===== src/htld_fifo.sv =====
// Small first-in first-out queue with registered storage and a fill count.
`timescale 1ns / 1ps
`default_nettype none

module htld_fifo #(
    parameter int WIDTH = 8,
    parameter int DEPTH = 4
) (
    input  logic                       i_clk,
    input  logic                       i_rst_n,
    input  logic                       i_push,
    input  logic [WIDTH-1:0]           i_wdata,
    input  logic                       i_pop,
    output logic [WIDTH-1:0]           o_rdata,
    output logic                       o_full,
    output logic                       o_empty,
    output logic [$clog2(DEPTH+1)-1:0] o_count
);

    // DEPTH must be a power of two so the pointers wrap on their own.
    localparam int PW = $clog2(DEPTH);
    localparam int CW = $clog2(DEPTH + 1);

    logic [WIDTH-1:0] r_mem [DEPTH];
    logic [PW-1:0]    r_wr_ptr;
    logic [PW-1:0]    r_rd_ptr;
    logic [CW-1:0]    r_count;
    logic             w_do_push;
    logic             w_do_pop;

    assign o_full    = (r_count == CW'(DEPTH));
    assign o_empty   = (r_count == '0);
    assign o_count   = r_count;
    assign o_rdata   = r_mem[r_rd_ptr];
    assign w_do_push = i_push && !o_full;
    assign w_do_pop  = i_pop && !o_empty;

    always_ff @(posedge i_clk) begin
        if (w_do_push) begin
            r_mem[r_wr_ptr] <= i_wdata;
        end
    end

    always_ff @(posedge i_clk) begin
        if (!i_rst_n) begin
            r_wr_ptr <= '0;
            r_rd_ptr <= '0;
            r_count  <= '0;
        end else begin
            if (w_do_push) begin
                r_wr_ptr <= r_wr_ptr + PW'(1);
            end
            if (w_do_pop) begin
                r_rd_ptr <= r_rd_ptr + PW'(1);
            end
            if (w_do_push && !w_do_pop) begin
                r_count <= r_count + CW'(1);
            end else if (w_do_pop && !w_do_push) begin
                r_count <= r_count - CW'(1);
            end
        end
    end

endmodule

`default_nettype wire


===== config.mk =====
export PLATFORM = sky130hd
export DESIGN_NAME = htld_fifo
export DESIGN_NICKNAME = d
export VERILOG_FILES = /design/src/htld_fifo.sv
export SDC_FILE = /design/constraint.sdc
export NUM_CORES = 1
export LEC_CHECK = 0
export BUFFER_PORTS_ARGS = -buffer_cell sky130_fd_sc_hd__buf_2
export CORE_UTILIZATION = 49
export CTS_CLUSTER_DIAMETER = 120
export CTS_CLUSTER_SIZE = 14
export DETAILED_ROUTE_END_ITERATION = 6
export PLACE_DENSITY_LB_ADDON = 0.25
export SYNTH_ARGS = -nofsm -noshare
export SYNTH_HDL_FRONTEND = slang
export SYNTH_SLANG_ARGS = --single-unit

===== constraint.sdc =====
create_clock -name i_clk -period 2.11 [get_ports i_clk]
set_input_delay 0.3165 -clock i_clk [delete_from_list [all_inputs] [get_ports i_clk]]
set_output_delay 0.3165 -clock i_clk [all_outputs]
set_load 0.01 [all_outputs]

* Word-level counts from Yosys, hierarchy flattened
Memory sizes are Yosys's and may differ from the RTL's. A register that Yosys moved wholly into a read port is not among the register bits. Cells that the tools add are included.
Word-level totals: RAM bits 32, input bits 12, output and inout port bits 13, memories 1, logic and storage cells 25, register bits after elaboration 7
Cells by class: eq/ne operators 1, add/sub/neg operators 4, reductions and logical operators 10, muxes and demuxes 6
Memories:
- r_mem | words 4, width 8, rd ports 1, clocked after memory_dff 1, wr ports 1, line 24 | logic [WIDTH-1:0] r_mem [DEPTH];
Operators by type and width (count):
- 3-bit 2-to-1 mux | 2
- 2-bit by 1-bit adder with 2-bit output, second input constant | 2
- 1-bit logical AND | 4
- 1-bit logical NOT | 4
- 2-bit 2-to-1 mux | 2
- 3-bit by 1-bit adder with 3-bit output, second input constant | 1
- 3-bit equality test, second input constant | 1
- 3-bit logical NOT | 1
- 3-bit by 1-bit subtractor with 3-bit output, second input constant | 1
- 1-bit 2-to-1 mux | 2
- 2-bit nonzero test | 1

* Depth between registers and ports, before layout
Gate-level depths: netlist of the first run.
depth after elaboration 7, depth in mapped cells 9

* Worst setup path before layout of the first run
OpenSTA, ideal clock, no wires.
kind register to register, start register r_count[0], in the netlist o_count[0], end register r_count[2], in the netlist o_count[2], buffers on the path 1, stages on the path, launching flop included 10, setup slack -7 ps, period minus slack after synthesis 2117 ps, arrival time 2047 ps, path through dfxtp_1 nor3b_2 nor2b_1 buf_6 ha_1 inv_1 fa_1 xor2_1 or3_1 a21boi_1
Between the ends: cells in the longest elaborated chain, start to end 6, elaborated cells between the ends (all ways) 15, classes of those cells add/sub (2); eq/ne (1); mux (2); reduce/logical (10)
RTL lines:
- start, declared | line 27 | logic [CW-1:0] r_count;
- start signal, assigned | line 57 | r_count <= r_count + CW'(1);
- start signal, assigned | line 59 | r_count <= r_count - CW'(1);
- 3-bit equality test (*) | line 31 | assign o_full = (r_count == CW'(DEPTH));
- net o_full | line 15 | output logic o_full,
- 1-bit logical NOT (*) | line 35 | assign w_do_push = i_push && !o_full;
- 1-bit logical AND (*) | line 35
- net w_do_push | line 28 | logic w_do_push;
- 1-bit logical NOT | line 58 | end else if (w_do_pop && !w_do_push) begin
- 1-bit logical AND | line 58
- 2-bit nonzero test (no source line)
The timed path passes the listed nets; every way through them passes the cells marked *. The select of a mux whose other input is x is not followed. A chain may end at the register's enable or synchronous reset.

* Worst setup path in the final report of the first run
start register r_count[1], in the netlist o_count[1], end register r_count[2], in the netlist o_count[2]
Between the ends: cells in the longest elaborated chain, start to end 6, elaborated cells between the ends (all ways) 15, classes of those cells add/sub (2); eq/ne (1); mux (2); reduce/logical (10)
RTL lines:
- parallel branches: the longest is 6 deep, another holds 3-bit by 1-bit subtractor with 3-bit output
Several ways; the timed one is not identified. The select of a mux whose other input is x is not followed.

==> Implementation_results.wiki, run 1 <==
{| class="wikitable"
! Metric !! Value
|-
| Core Box Area || a little over 0.003 mm^2
|-
| Routed wire length per instance || 15.0 um
|-
| Reg-to-reg endpoint || o_count[2]
|-
| Largest family of logic cells by synthesized area || multiplexers
|-
| Kind of start point of the critical path || register
|-
| Cell types occupying the most area after synthesis || sky130_fd_sc_hd__edfxtp_1 (59%), sky130_fd_sc_hd__dfxtp_1 (11%), sky130_fd_sc_hd__mux4_2 (11%), sky130_fd_sc_hd__ha_1 (3.8%), sky130_fd_sc_hd__and2_1 (3.1%)
|-
| Final setup violating endpoints || 0
|-
| Multi-input gate area in the final layout || about 480 um^2
|-
| WP data required || between 2 and 2.5 ns
|-
| Critical path peak fanout || 4
|-
| TritonCTS Buffers || 5
|-
| Area of the die || between 0.003 and 0.004 mm^2
|-
| Crit path DAT || ~2.3 ns
|-
| Vertical die dimension || around 60 um
|-
| Number of nets with antenna violations after routing || 0
|-
| Post-Layout Cell Count || 168
|-
| Clk root buf || sky130_fd_sc_hd__clkbuf_4
|-
| Relative max-transition margin || 0.716
|-
| Parity-gate share of the synthesized area counting xor and xnor cells || 0.0214
|-
| Yosys warnings || 0
|-
| Destination of the critical timing path || o_count[2]
|-
| Iteration count of the initial detailed-routing pass || 4
|-
| Number of H-tree levels || 2
|-
| Most instantiated library cell after synthesis || sky130_fd_sc_hd__edfxtp_1
|-
| Count of cell types in the netlist || 23
|-
| Count of state elements after synthesis || about 40
|-
| Simple-gate area share of the yosys netlist || 0.0618
|-
| Number of sinks handled by clock tree synthesis || 41
|-
| Upper clock frequency limit || approximately 490 MHz
|-
| Number of filler cells placed in the layout || roughly 260
|-
| Most numerous cell types in the synthesized netlist || sky130_fd_sc_hd__edfxtp_1 (32), sky130_fd_sc_hd__dfxtp_1 (9), sky130_fd_sc_hd__and2_1 (8), sky130_fd_sc_hd__mux4_2 (8), sky130_fd_sc_hd__ha_1 (5)
|-
| Post-Synthesis Mean Instance Area || roughly 18 um^2
|-
| Final clock period utilization by the worst path || 0.965
|-
| Portion of the post-synthesis area used by sequential elements || 0.696
|-
| Endpoint type of the worst setup path || register
|-
| Number of maximum-capacitance constraint violations || 0
|-
| Count of pins on the block boundary || 25
|-
| Clock tree from TritonCTS || yes
|-
| Total standard cell area after synthesis || about 0.0016 mm^2
|-
| Total global routing overflow || 0
|-
| Maximum number of pins on one net before global-route repair || 12
|-
| Worst setup startpoint || o_count[1]
|-
| Clock insertion delay at the later pin of the skew report || between 0.3 and 0.4 ns
|-
| Initial core utilization || 0.528
|-
| Mux share of post-synthesis cell area || 0.128
|-
| Pwr Density || ~1100 mW/mm^2
|-
| Number of flops mapped to enable cells by yosys || 32
|-
| Final estimated routing congestion in global placement || ~0.75
|-
| Type of the tightest min-delay check || input port to register
|-
| Clock skew || between 0.005 and 0.006 ns
|-
| Net count of the finished layout || 141
|-
| Overall die width || about 60 um
|-
| Critical register-to-register path startpoint || o_count[1]
|-
| Antenna violations before repair || 0
|-
| Result of the run || finished clean
|-
| Compound-Gate Fraction of Synth Area || 0.0206
|-
| Critical path start-end classification || register to register
|-
| Gate Count Post-Synth || 90
|-
| Drt initial violations || 28
|-
| Fraction of registers with async set/reset || 0
|-
| Total area of sequential cells || about 0.0011 mm^2
|-
| Total count of hold-check failures in the final report || 0
|-
| Layout-stage area growth over the synthesis result || 16.3%
|-
| Clock edge transition at the registers on the reported setup and hold paths || about 0.11 ns
|-
| Layout cells sized above 1 || 0.395
|-
| Residual DRC || 0
|-
| Final number of max-transition violations || 0
|-
| Slew at the pin closest to its max-slew limit || between 0.4 and 0.5 ns
|-
| Post-synthesis net count || approximately 110
|-
| Worst-case register-to-register setup slack || 0.07 ns
|-
| First-pass GRT wire length || 3950 um
|-
| Max clock buf depth || 2
|-
| Via count of the first global-routing pass || ~860
|-
| Total global routing track utilization || 0.164
|-
| Number of diodes added for antenna fixing || 0
|-
| Minimum clock period || 2.04 ns
|-
| Vias per inst || approximately 5
|-
| Biggest area consumer among synthesized cells || sky130_fd_sc_hd__edfxtp_1
|-
| Lkg Pwr || around 0.7 nW
|-
| DP HPWL || 1740 um
|-
| Via count || 855
|-
| Design Power || 0.00211 W
|-
| Count of buffers inserted at the top-level ports || 24
|-
| Cts-stage hold buffer count || 0
|-
| Portion of synthesized cell area occupied by the leading cell type || 0.586
|-
| Worst reg2reg path depth || 8
|-
| Peak VDD IR || 0.000678 V
|-
| Main synth FF type || sky130_fd_sc_hd__edfxtp_1
|-
| Aggregate routed wire length || between 2000 and 3000 um
|-
| Count of standard-cell rows || 20
|-
| Adder-cell share of the synthesized area || 0.0504
|-
| # placed instances || 157
|-
| Worst Hold Path Cells || 1
|}
[where the power goes]
group	leakage (nW)	switching [W]	internal [W]
sequential	0.369	0.0000909	0.00100
combinational	0.305	0.000300	0.000359
clock	0.0265	0.000228	0.000133
total	0.700	0.000619	0.00149
[layout make-up]
cell class	instances	share of cell area
clock buffer	8	0.0256
inverter	3	0.00591
multi-input combinational	42	0.250
sequential	41	0.603
tap	44	0.0289
timing repair buffer	30	0.0867
[layer usage]
| metal | track usage | part of all wire | up-vias |
|---|---|---|---|
| met1 | 0.172 | 0.39 | 424 |
| met3 | 0.0693 | 0.054 | 6 |
| li1 | - | - | 403 |
| met4 | 0.0698 | 0.016 | 0 |
| met2 | 0.287 | 0.54 | 22 |
| met5 | 0 | 0 | - |
[layout by cell type (no fill, tap or decap), drive strengths merged, types with 2 or more instances in the layout]
master / netlist / routed
edfxtp: 32 / 32
buf: 3 / 30
and2: 8 / 8
inv: 3 / 3
clkbuf: 1 / 8
xnor2: 3 / 3
mux2i: 3 / 3
nand2: 4 / 4
dfxtp: 9 / 9
mux4: 8 / 8
nor2b: 2 / 2
ha: 5 / 5
[through the flow]
| stage | hold WS (ns) | setup TNS [ns] | utilization | instance area, um^2 | setup slack (ns) |
|---|---|---|---|---|---|
| 2_1_floorplan | 0.415 | 0 | - | 1640 | 0.0123 |
| 3_3_place_gp | 0.483 | 0 | 0.585 | 1810 | 0.183 |
| 3_5_place_dp | 0.500 | 0 | 0.585 | 1810 | 0.0241 |
| 4_1_cts | 0.181 | 0 | 0.601 | 1870 | 0.0423 |
| 5_1_grt | 0.169 | -0.0497 | 0.614 | 1910 | -0.0497 |
| 6_report | 0.190 | 0 | 0.614 | 1910 | 0.0739 |
[cell families after synthesis]
family / Yosys count
flops: 41
simple gates: 17
mux: 11
buf+inv: 7
fa+ha+maj: 6
compound gates: 4
xor+xnor: 4
[worst min-delay path by stage]
stage / startpoint / end / slack (ns)
3_3_place_gp: r_wr_ptr[1] / r_wr_ptr[1] / 0.48
2_1_floorplan: i_wdata[0] / r_mem[0][0] / 0.42
5_1_grt: i_wdata[4] / r_mem[3][4] / 0.17
3_5_place_dp: r_wr_ptr[0] / r_wr_ptr[0] / 0.50
4_1_cts: i_wdata[7] / r_mem[3][7] / 0.18
6_report: i_wdata[7] / r_mem[1][7] / 0.19
[what timing repair did]
item                                    4_1_cts  5_1_grt
pin swaps                                     0        0
resized for setup                             1        5
endpoints found under the setup margin        1        1
setup buffers                                 0        3
[flip-flops by register name, indices dropped and copies added (netlist names), named ones only]
register,cells
r_mem,32
r_wr_ptr,2
r_rd_ptr,2
o_count,3
[worst max-delay path: stages, from the launching register on]
cell and delay, ns:
sky130_fd_sc_hd__dfxtp_1 0.47, sky130_fd_sc_hd__nor3b_2 0.09, sky130_fd_sc_hd__nor2b_2 0.16, sky130_fd_sc_hd__ha_2 0.20
sky130_fd_sc_hd__inv_1 0.05, sky130_fd_sc_hd__fa_1 0.37, sky130_fd_sc_hd__xor2_1 0.16, sky130_fd_sc_hd__or3_1 0.30
sky130_fd_sc_hd__a21boi_1 0.16
Power figures use the tool's default switching activity.
==> run 2: changes to the inputs <==
--- a/config.mk
+++ b/config.mk
@@ -5,11 +5,13 @@
 export SDC_FILE = /design/constraint.sdc
 export NUM_CORES = 1
 export LEC_CHECK = 0
-export BUFFER_PORTS_ARGS = -buffer_cell sky130_fd_sc_hd__buf_2
-export CORE_UTILIZATION = 49
+export CELL_PAD_IN_SITES_DETAIL_PLACEMENT = 1
+export CELL_PAD_IN_SITES_GLOBAL_PLACEMENT = 1
+export CORE_UTILIZATION = 46
 export CTS_CLUSTER_DIAMETER = 120
 export CTS_CLUSTER_SIZE = 14
 export DETAILED_ROUTE_END_ITERATION = 6
+export DONT_BUFFER_PORTS = 1
 export PLACE_DENSITY_LB_ADDON = 0.25
 export SYNTH_ARGS = -nofsm -noshare
 export SYNTH_HDL_FRONTEND = slang
==> run 2 against run 1 <==
- wire length is 2.7% lower
- utilization shrank 8.2 points
- sequential power about the same
- global-route usage is 1.6 points lower
- first-iteration DRC count decreased by 68%
- flip-flop and latch count is the same
- cell area decreased by 6.1%
- cell count is 13% lower
- clock-buffer cell count down 3
- die area grew 6.3%
- sequential share of layout area increased by 3.6 points
==> Implementation_results.wiki, run 2 (synthesis results as in run 1) <==
{| class="wikitable"
! Metric !! Value
|-
| Overall die width || 61.7 um (was 59.8 um)
|-
| Maximum number of pins on one net before global-route repair || 14 (was 12)
|-
| First-pass GRT wire length || 3700 um (was 3950 um)
|-
| Final estimated routing congestion in global placement || 0.650 (was 0.749)
|-
| Endpoint type of the worst setup path || register (unchanged)
|-
| Residual DRC || 0 (unchanged)
|-
| Number of nets with antenna violations after routing || 0 (unchanged)
|-
| Post-route setup TNS || 0 ns (unchanged)
|-
| Number of diodes added for antenna fixing || 0 (unchanged)
|-
| WP data required || 2.38 ns (about the same)
|-
| Type of the tightest min-delay check || input port to register (unchanged)
|-
| Drt initial violations || 9 (was 28)
|-
| CP cell instances || nor3b_2 -> nor2b_2 -> ha_2 -> inv_1 -> fa_1 -> xor2_1 -> or3_1 -> a21boi_1 (unchanged)
|-
| Total count of hold-check failures in the final report || 0 (unchanged)
|-
| Crit path DAT || 2.27 ns (was 2.30 ns)
|-
| Total global routing track utilization || 0.148 (was 0.164)
|-
| Minimum clock period || 2.00 ns (was 2.04 ns)
|-
| Post-placement cell area || 0.00172 mm^2 (was 0.00181 mm^2)
|-
| Via count || 760 (was 855)
|-
| Core Box Area || 0.00336 mm^2 (was 0.00310 mm^2)
|-
| Lkg Pwr || 0.606 nW (was 0.700 nW)
|-
| Area of all placed cells without fillers || 0.00179 mm^2 (was 0.00191 mm^2)
|-
| Clock insertion delay at the later pin of the skew report || 0.34 ns (about the same)
|-
| Most common cell after layout, fill and taps aside || sky130_fd_sc_hd__edfxtp_1 (unchanged)
|-
| Commonest cells after routing, fill and taps aside || sky130_fd_sc_hd__edfxtp_1 (32), sky130_fd_sc_hd__mux4_2 (8), sky130_fd_sc_hd__and2_1 (8) (was sky130_fd_sc_hd__edfxtp_1 (32), sky130_fd_sc_hd__buf_2 (24), sky130_fd_sc_hd__mux4_2 (8), sky130_fd_sc_hd__and2_1 (8), sky130_fd_sc_hd__dfxtp_1 (7))
|-
| Aggregate routed wire length || 2450 um (was 2520 um)
|-
| Net count of the finished layout || 117 (was 141)
|-
| Max FFs per register || 32 (unchanged)
|-
| Critical path peak fanout || 3 (was 4)
|-
| Number of buffers inserted to repair setup after CTS || 0 (unchanged)
|-
| DP HPWL || 1760 um (was 1740 um)
|-
| Vias per inst || 5.21 (was 5.09)
|-
| Count of pins on the block boundary || 25 (unchanged)
|-
| Detailed route wirelength on metal3 || 175 um (was 137 um)
|-
| Met2 wire length || 1250 um (was 1360 um)
|-
| Max clock buf depth || 2 (unchanged)
|-
| Worst-case register-to-register setup slack || 0.11 ns (was 0.07 ns)
|-
| Result of the run || finished clean (unchanged)
|-
| Relative max-transition margin || 0.708 (was 0.716)
|-
| Vertical die dimension || 61.7 um (was 59.8 um)
|-
| Via count of the first global-routing pass || 771 (was 861)
|-
| Count of standard-cell rows || 21 (was 20)
|-
| Number of sinks handled by clock tree synthesis || 41 (unchanged)
|-
| Number of H-tree levels || 2 (unchanged)
|-
| Register ranked first by flip-flop count || r_mem (unchanged)
|-
| Area of the die || 0.00381 mm^2 (was 0.00358 mm^2)
|-
| Clock tree from TritonCTS || yes (unchanged)
|-
| Critical path start-end classification || register to register (unchanged)
|-
| Final number of max-transition violations || 0 (unchanged)
|-
| TritonCTS Buffers || 5 (unchanged)
|-
| Antenna violations before repair || 0 (unchanged)
|-
| Met1 Routed Length || 970 um (was 983 um)
|-
| Layout cells sized above 1 || 0.280 (was 0.395)
|-
| Final clock period utilization by the worst path || 0.946 (was 0.965)
|-
| Clk root buf || sky130_fd_sc_hd__clkbuf_4 (unchanged)
|-
| Total global routing overflow || 0 (unchanged)
|-
| Longest individual stage delay on the worst path || 0.37 ns (was 0.47 ns)
|-
| Depth of the critical timing path with buffers and inverters included || 8 (unchanged)
|-
| Kind of start point of the critical path || register (unchanged)
|-
| Layout-stage area growth over the synthesis result || 9.16% (was 16.3%)
|-
| Peak VDD IR || 0.000466 V (was 0.000678 V)
|-
| Routed wire length per instance || 16.8 um (was 15.0 um)
|-
| Clock edge transition at the registers on the reported setup and hold paths || 0.12 ns (was 0.11 ns)
|-
| Upper clock frequency limit || 501 MHz (was 491 MHz)
|-
| Count of buffers inserted at the top-level ports || 0 (was 24)
|-
| Iteration count of the initial detailed-routing pass || 4 (unchanged)
|-
| Worst Hold Path Cells || 0 (was 1)
|-
| Critical-path cell with the highest stage delay || sky130_fd_sc_hd__fa_1 (was sky130_fd_sc_hd__dfxtp_1)
|-
| Number of maximum-capacitance constraint violations || 0 (unchanged)
|-
| Uppermost signal routing layer after detailed routing || met4 (unchanged)
|-
| Worst reg2reg path depth || 8 (unchanged)
|-
| Setup repair after global routing missed its margin || no
|-
| Buffers & Inverters on Critical Path || 1 (unchanged)
|-
| Initial core utilization || 0.487 (was 0.528)
|-
| Final setup violating endpoints || 0 (unchanged)
|-
| Final critical-path setup slack || 0.114 ns (was 0.0739 ns)
|-
| Clock skew || 0.0116 ns (was 0.00564 ns)
|-
| Pwr Density || 1130 mW/mm^2 (was 1110 mW/mm^2)
|-
| Crit-path leading delay family || simple AND/OR/NAND/NOR gates (was adder cells)
|-
| Slew at the pin closest to its max-slew limit || 0.438 ns (was 0.426 ns)
|-
| Hold_ws || 0.0610 ns (was 0.190 ns)
|-
| Dpl ws || 0.0823 ns (was 0.0241 ns)
|}
==> run 2: worst paths after layout <==
check | startpoint | endpoint
worst min-delay path | i_wdata[5] | r_mem[3][5]
worst max-delay path | o_count[2] | o_count[2]
worst max register to register | o_count[2] | o_count[2]
worst min register to register | r_wr_ptr[0] | r_wr_ptr[0]
==> run 2: report_power, final <==
part           switching, W  leakage, nW  internal [W]
clock network      0.000241       0.0310      0.000126
logic              0.000289        0.207      0.000289
registers         0.0000781        0.368      0.000996
==> run 2: layer usage <==
metal	global-route usage	vias to the layer above
met1	0.161	379
li1	-	353
met2	0.247	22
met4	0.0762	0
met5	0	-
met3	0.0621	6
==> run 2: repair_timing <==
action | in CTS | in global routing
endpoints found under the setup margin | 0 | 1
hold endpoints to repair | 0 | 0
gates resized for setup | 0 | 4
hold buffers | 0 | 0
==> run 2: cell type report <==
class,count,area [um^2]
Clock buffer,5,37.5
Clock inverter,3,17.5
Tap cell,46,57.6
Inverter,3,11.3
Sequential cell,41,1140
Fill cell,345,1570
Timing Repair Buffer,6,45.0
Multi-Input combinational cell,42,477
==> run 2: stage by stage <==
stage	cells	util	power, W
after floorplan	90	-	0.00152
after global placement	138	0.511	0.00164
after detailed placement	138	0.511	0.00167
after CTS	146	0.528	0.00204
after global routing	146	0.532	0.00215
final	146	0.532	0.00202
==> run 3: changes to the inputs <==
--- a/config.mk
+++ b/config.mk
@@ -12,7 +12,7 @@
 export CTS_CLUSTER_SIZE = 14
 export DETAILED_ROUTE_END_ITERATION = 6
 export DONT_BUFFER_PORTS = 1
-export PLACE_DENSITY_LB_ADDON = 0.25
+export PLACE_DENSITY = 0.83
 export SYNTH_ARGS = -nofsm -noshare
 export SYNTH_HDL_FRONTEND = slang
 export SYNTH_SLANG_ARGS = --single-unit
==> run 3 against run 2 <==
- non-clock buffer count increased by 1
- clock skew about the same
- combinational power increased by 3.6%
- maximum frequency decreased by 1.9%
- flip-flop and latch count unchanged
- sequential share of layout area decreased by 2.0 points
- critical path depth decreased by 1
- clock-buffer cell count unchanged
- first-iteration DRC count increased to 4.2 times the previous value
==> Implementation_results.wiki, run 3 (synthesis results as in run 1) <==
{| class="wikitable"
! Metric !! Value
|-
| Count of standard-cell rows || 21 (unchanged)
|-
| Number of maximum-capacitance constraint violations || 0 (unchanged)
|-
| Count of pins on the block boundary || 25 (unchanged)
|-
| Clock insertion delay at the later pin of the skew report || 0.35 ns (was 0.34 ns)
|-
| Minimum clock period || 2.03 ns (was 2.00 ns)
|-
| Result of the run || finished clean (unchanged)
|-
| Worst reg2reg path depth || 7 (was 8)
|-
| Slew at the pin closest to its max-slew limit || 0.442 ns (was 0.438 ns)
|-
| Register ranked first by flip-flop count || r_mem (unchanged)
|-
| Relative max-transition margin || 0.705 (was 0.708)
|-
| Commonest cells after routing, fill and taps aside || sky130_fd_sc_hd__edfxtp_1 (32), sky130_fd_sc_hd__mux4_2 (8), sky130_fd_sc_hd__and2_1 (8) (unchanged)
|-
| Overall die width || 61.7 um (unchanged)
|-
| WP data required || 2.40 ns (was 2.38 ns)
|-
| Area of the die || 0.00381 mm^2 (unchanged)
|-
| Count of buffers inserted at the top-level ports || 0 (unchanged)
|-
| Total global routing track utilization || 0.177 (was 0.148)
|-
| Vertical die dimension || 61.7 um (unchanged)
|-
| Crit path DAT || 2.33 ns (was 2.27 ns)
|-
| Hold Path End || r_mem[3][4] (was r_mem[3][5])
|-
| Layout cells sized above 1 || 0.297 (was 0.280)
|-
| Pwr Density || 1250 mW/mm^2 (was 1130 mW/mm^2)
|-
| Lkg Pwr || 0.636 nW (was 0.606 nW)
|-
| First-pass GRT wire length || 4380 um (was 3700 um)
|-
| Core Box Area || 0.00336 mm^2 (unchanged)
|-
| Max FFs per register || 32 (unchanged)
|-
| Worst setup startpoint || o_count[2] (unchanged)
|-
| Number of nets with antenna violations after routing || 0 (unchanged)
|-
| Drt initial violations || 38 (was 9)
|-
| Clock skew || 0.0117 ns (was 0.0116 ns)
|-
| GRT met1 Usage || 0.170 (was 0.161)
|-
| Most Crowded Layer GR || met2 (unchanged)
|-
| Critical path start-end classification || register to register (unchanged)
|-
| Endpoint type of the worst setup path || register (unchanged)
|-
| Via count || 788 (was 760)
|-
| Number of diodes added for antenna fixing || 0 (unchanged)
|-
| Type of the tightest min-delay check || input port to register (unchanged)
|-
| Final setup violating endpoints || 0 (unchanged)
|-
| Total count of hold-check failures in the final report || 0 (unchanged)
|-
| Critical register-to-register path startpoint || o_count[2] (unchanged)
|-
| Routed wire length per instance || 19.8 um (was 16.8 um)
|-
| Clock tree from TritonCTS || yes (unchanged)
|-
| Kind of start point of the critical path || register (unchanged)
|-
| Net count of the finished layout || 118 (was 117)
|-
| TritonCTS Buffers || 5 (unchanged)
|-
| Clock edge transition at the registers on the reported setup and hold paths || 0.13 ns (was 0.12 ns)
|-
| Max clock buf depth || 2 (unchanged)
|-
| Min-Delay Startpoint || i_wdata[4] (was i_wdata[5])
|-
| Final clock period utilization by the worst path || 0.964 (was 0.946)
|-
| Fraction of met2 tracks used by global routing || 0.332 (was 0.247)
|-
| Hold_ws || 0.0450 ns (was 0.0610 ns)
|-
| Iteration count of the initial detailed-routing pass || 3 (was 4)
|-
| Final estimated routing congestion in global placement || 0.660 (was 0.650)
|-
| Via count of the first global-routing pass || 884 (was 771)
|-
| Worst-case register-to-register setup slack || 0.08 ns (was 0.11 ns)
|-
| Aggregate routed wire length || 2910 um (was 2450 um)
|-
| Worst Hold Path Cells || 0 (unchanged)
|-
| Critical path peak fanout || 5 (was 3)
|-
| Maximum number of pins on one net before global-route repair || 15 (was 14)
|-
| Initial core utilization || 0.487 (unchanged)
|-
| Total global routing overflow || 0 (unchanged)
|-
| Reg-to-reg endpoint || o_count[2] (unchanged)
|-
| Number of filler cells placed in the layout || 339 (was 345)
|-
| Upper clock frequency limit || 491 MHz (was 501 MHz)
|-
| Residual DRC || 0 (unchanged)
|-
| Layout-stage area growth over the synthesis result || 12.8% (was 9.16%)
|-
| Antenna violations before repair || 0 (unchanged)
|-
| GR met3 Demand/Resource || 0.0642 (was 0.0621)
|-
| Number of H-tree levels || 2 (unchanged)
|-
| Clk root buf || sky130_fd_sc_hd__clkbuf_4 (unchanged)
|-
| Vias per inst || 5.36 (was 5.21)
|-
| Post-route setup TNS || 0 ns (unchanged)
|-
| Final number of max-transition violations || 0 (unchanged)
|-
| Peak VDD IR || 0.000559 V (was 0.000466 V)
|-
| Most common cell after layout, fill and taps aside || sky130_fd_sc_hd__edfxtp_1 (unchanged)
|-
| DP HPWL || 2050 um (was 1760 um)
|-
| Number of sinks handled by clock tree synthesis || 41 (unchanged)
|}
run 3: cell type report:
class | instances | area (um^2) | area share
Clock inverter | 3 | 68.8 | 0.0372
Sequential cell | 41 | 1140 | 0.619
Timing Repair Buffer | 7 | 52.6 | 0.0284
Tap cell | 46 | 57.6 | 0.0311
Inverter | 3 | 11.3 | 0.00609
Clock buffer | 5 | 37.5 | 0.0203
Multi-Input combinational cell | 42 | 477 | 0.258
run 3: stage by stage:
stage | utilization | total power, W | std cells | setup WS (ns) | area [um^2]
after floorplan | - | 0.00152 | 90 | 0.0123 | 1640
after global placement | 0.511 | 0.00164 | 138 | 0.131 | 1720
after detailed placement | 0.511 | 0.00168 | 138 | -0.0425 | 1720
after CTS | 0.546 | 0.00233 | 146 | 0.0166 | 1840
after global routing | 0.550 | 0.00244 | 147 | -0.000853 | 1850
final | 0.550 | 0.00232 | 147 | 0.0753 | 1850
run 3: where the power goes:
| group | internal [W] | switching [W] |
|---|---|---|
| combinational | 0.000296 | 0.000304 |
| clock | 0.000373 | 0.000259 |
| sequential | 0.000998 | 0.0000869 |
| total | 0.00167 | 0.000650 |
run 3: how the worst max path moves through the flow:
stage	to	slack, ns	cells past startpoint
finish	o_count[2]	0.08	7
global route	o_count[2]	-0.0009	8
CTS	o_count[2]	0.02	8
detailed placement	o_count[2]	-0.04	7
global placement	o_count[2]	0.13	7
floorplan	o_count[2]	0.01	9
run 3: per-layer routing:
metal,vias up,share of wire
met2,25,0.59
met1,396,0.33
met4,0,0.018
met5,-,0
met3,7,0.064
li1,360,-
run 3: worst max-delay path: stages, from the launching register on:
cell                       delay (ns)
sky130_fd_sc_hd__dfxtp_2         0.37
sky130_fd_sc_hd__o31ai_4         0.29
sky130_fd_sc_hd__ha_2            0.22
sky130_fd_sc_hd__inv_1           0.06
sky130_fd_sc_hd__fa_1            0.38
sky130_fd_sc_hd__xor2_1          0.18
sky130_fd_sc_hd__or3_1           0.34
sky130_fd_sc_hd__a21boi_1        0.14
run 3: what timing repair did:
action | 4_1_cts | 5_1_grt
pin swaps | 0 | 2
resized for setup | 2 | 3
hold buffers | 0 | 0
endpoints found under the setup margin | 1 | 1
setup buffers | 0 | 1
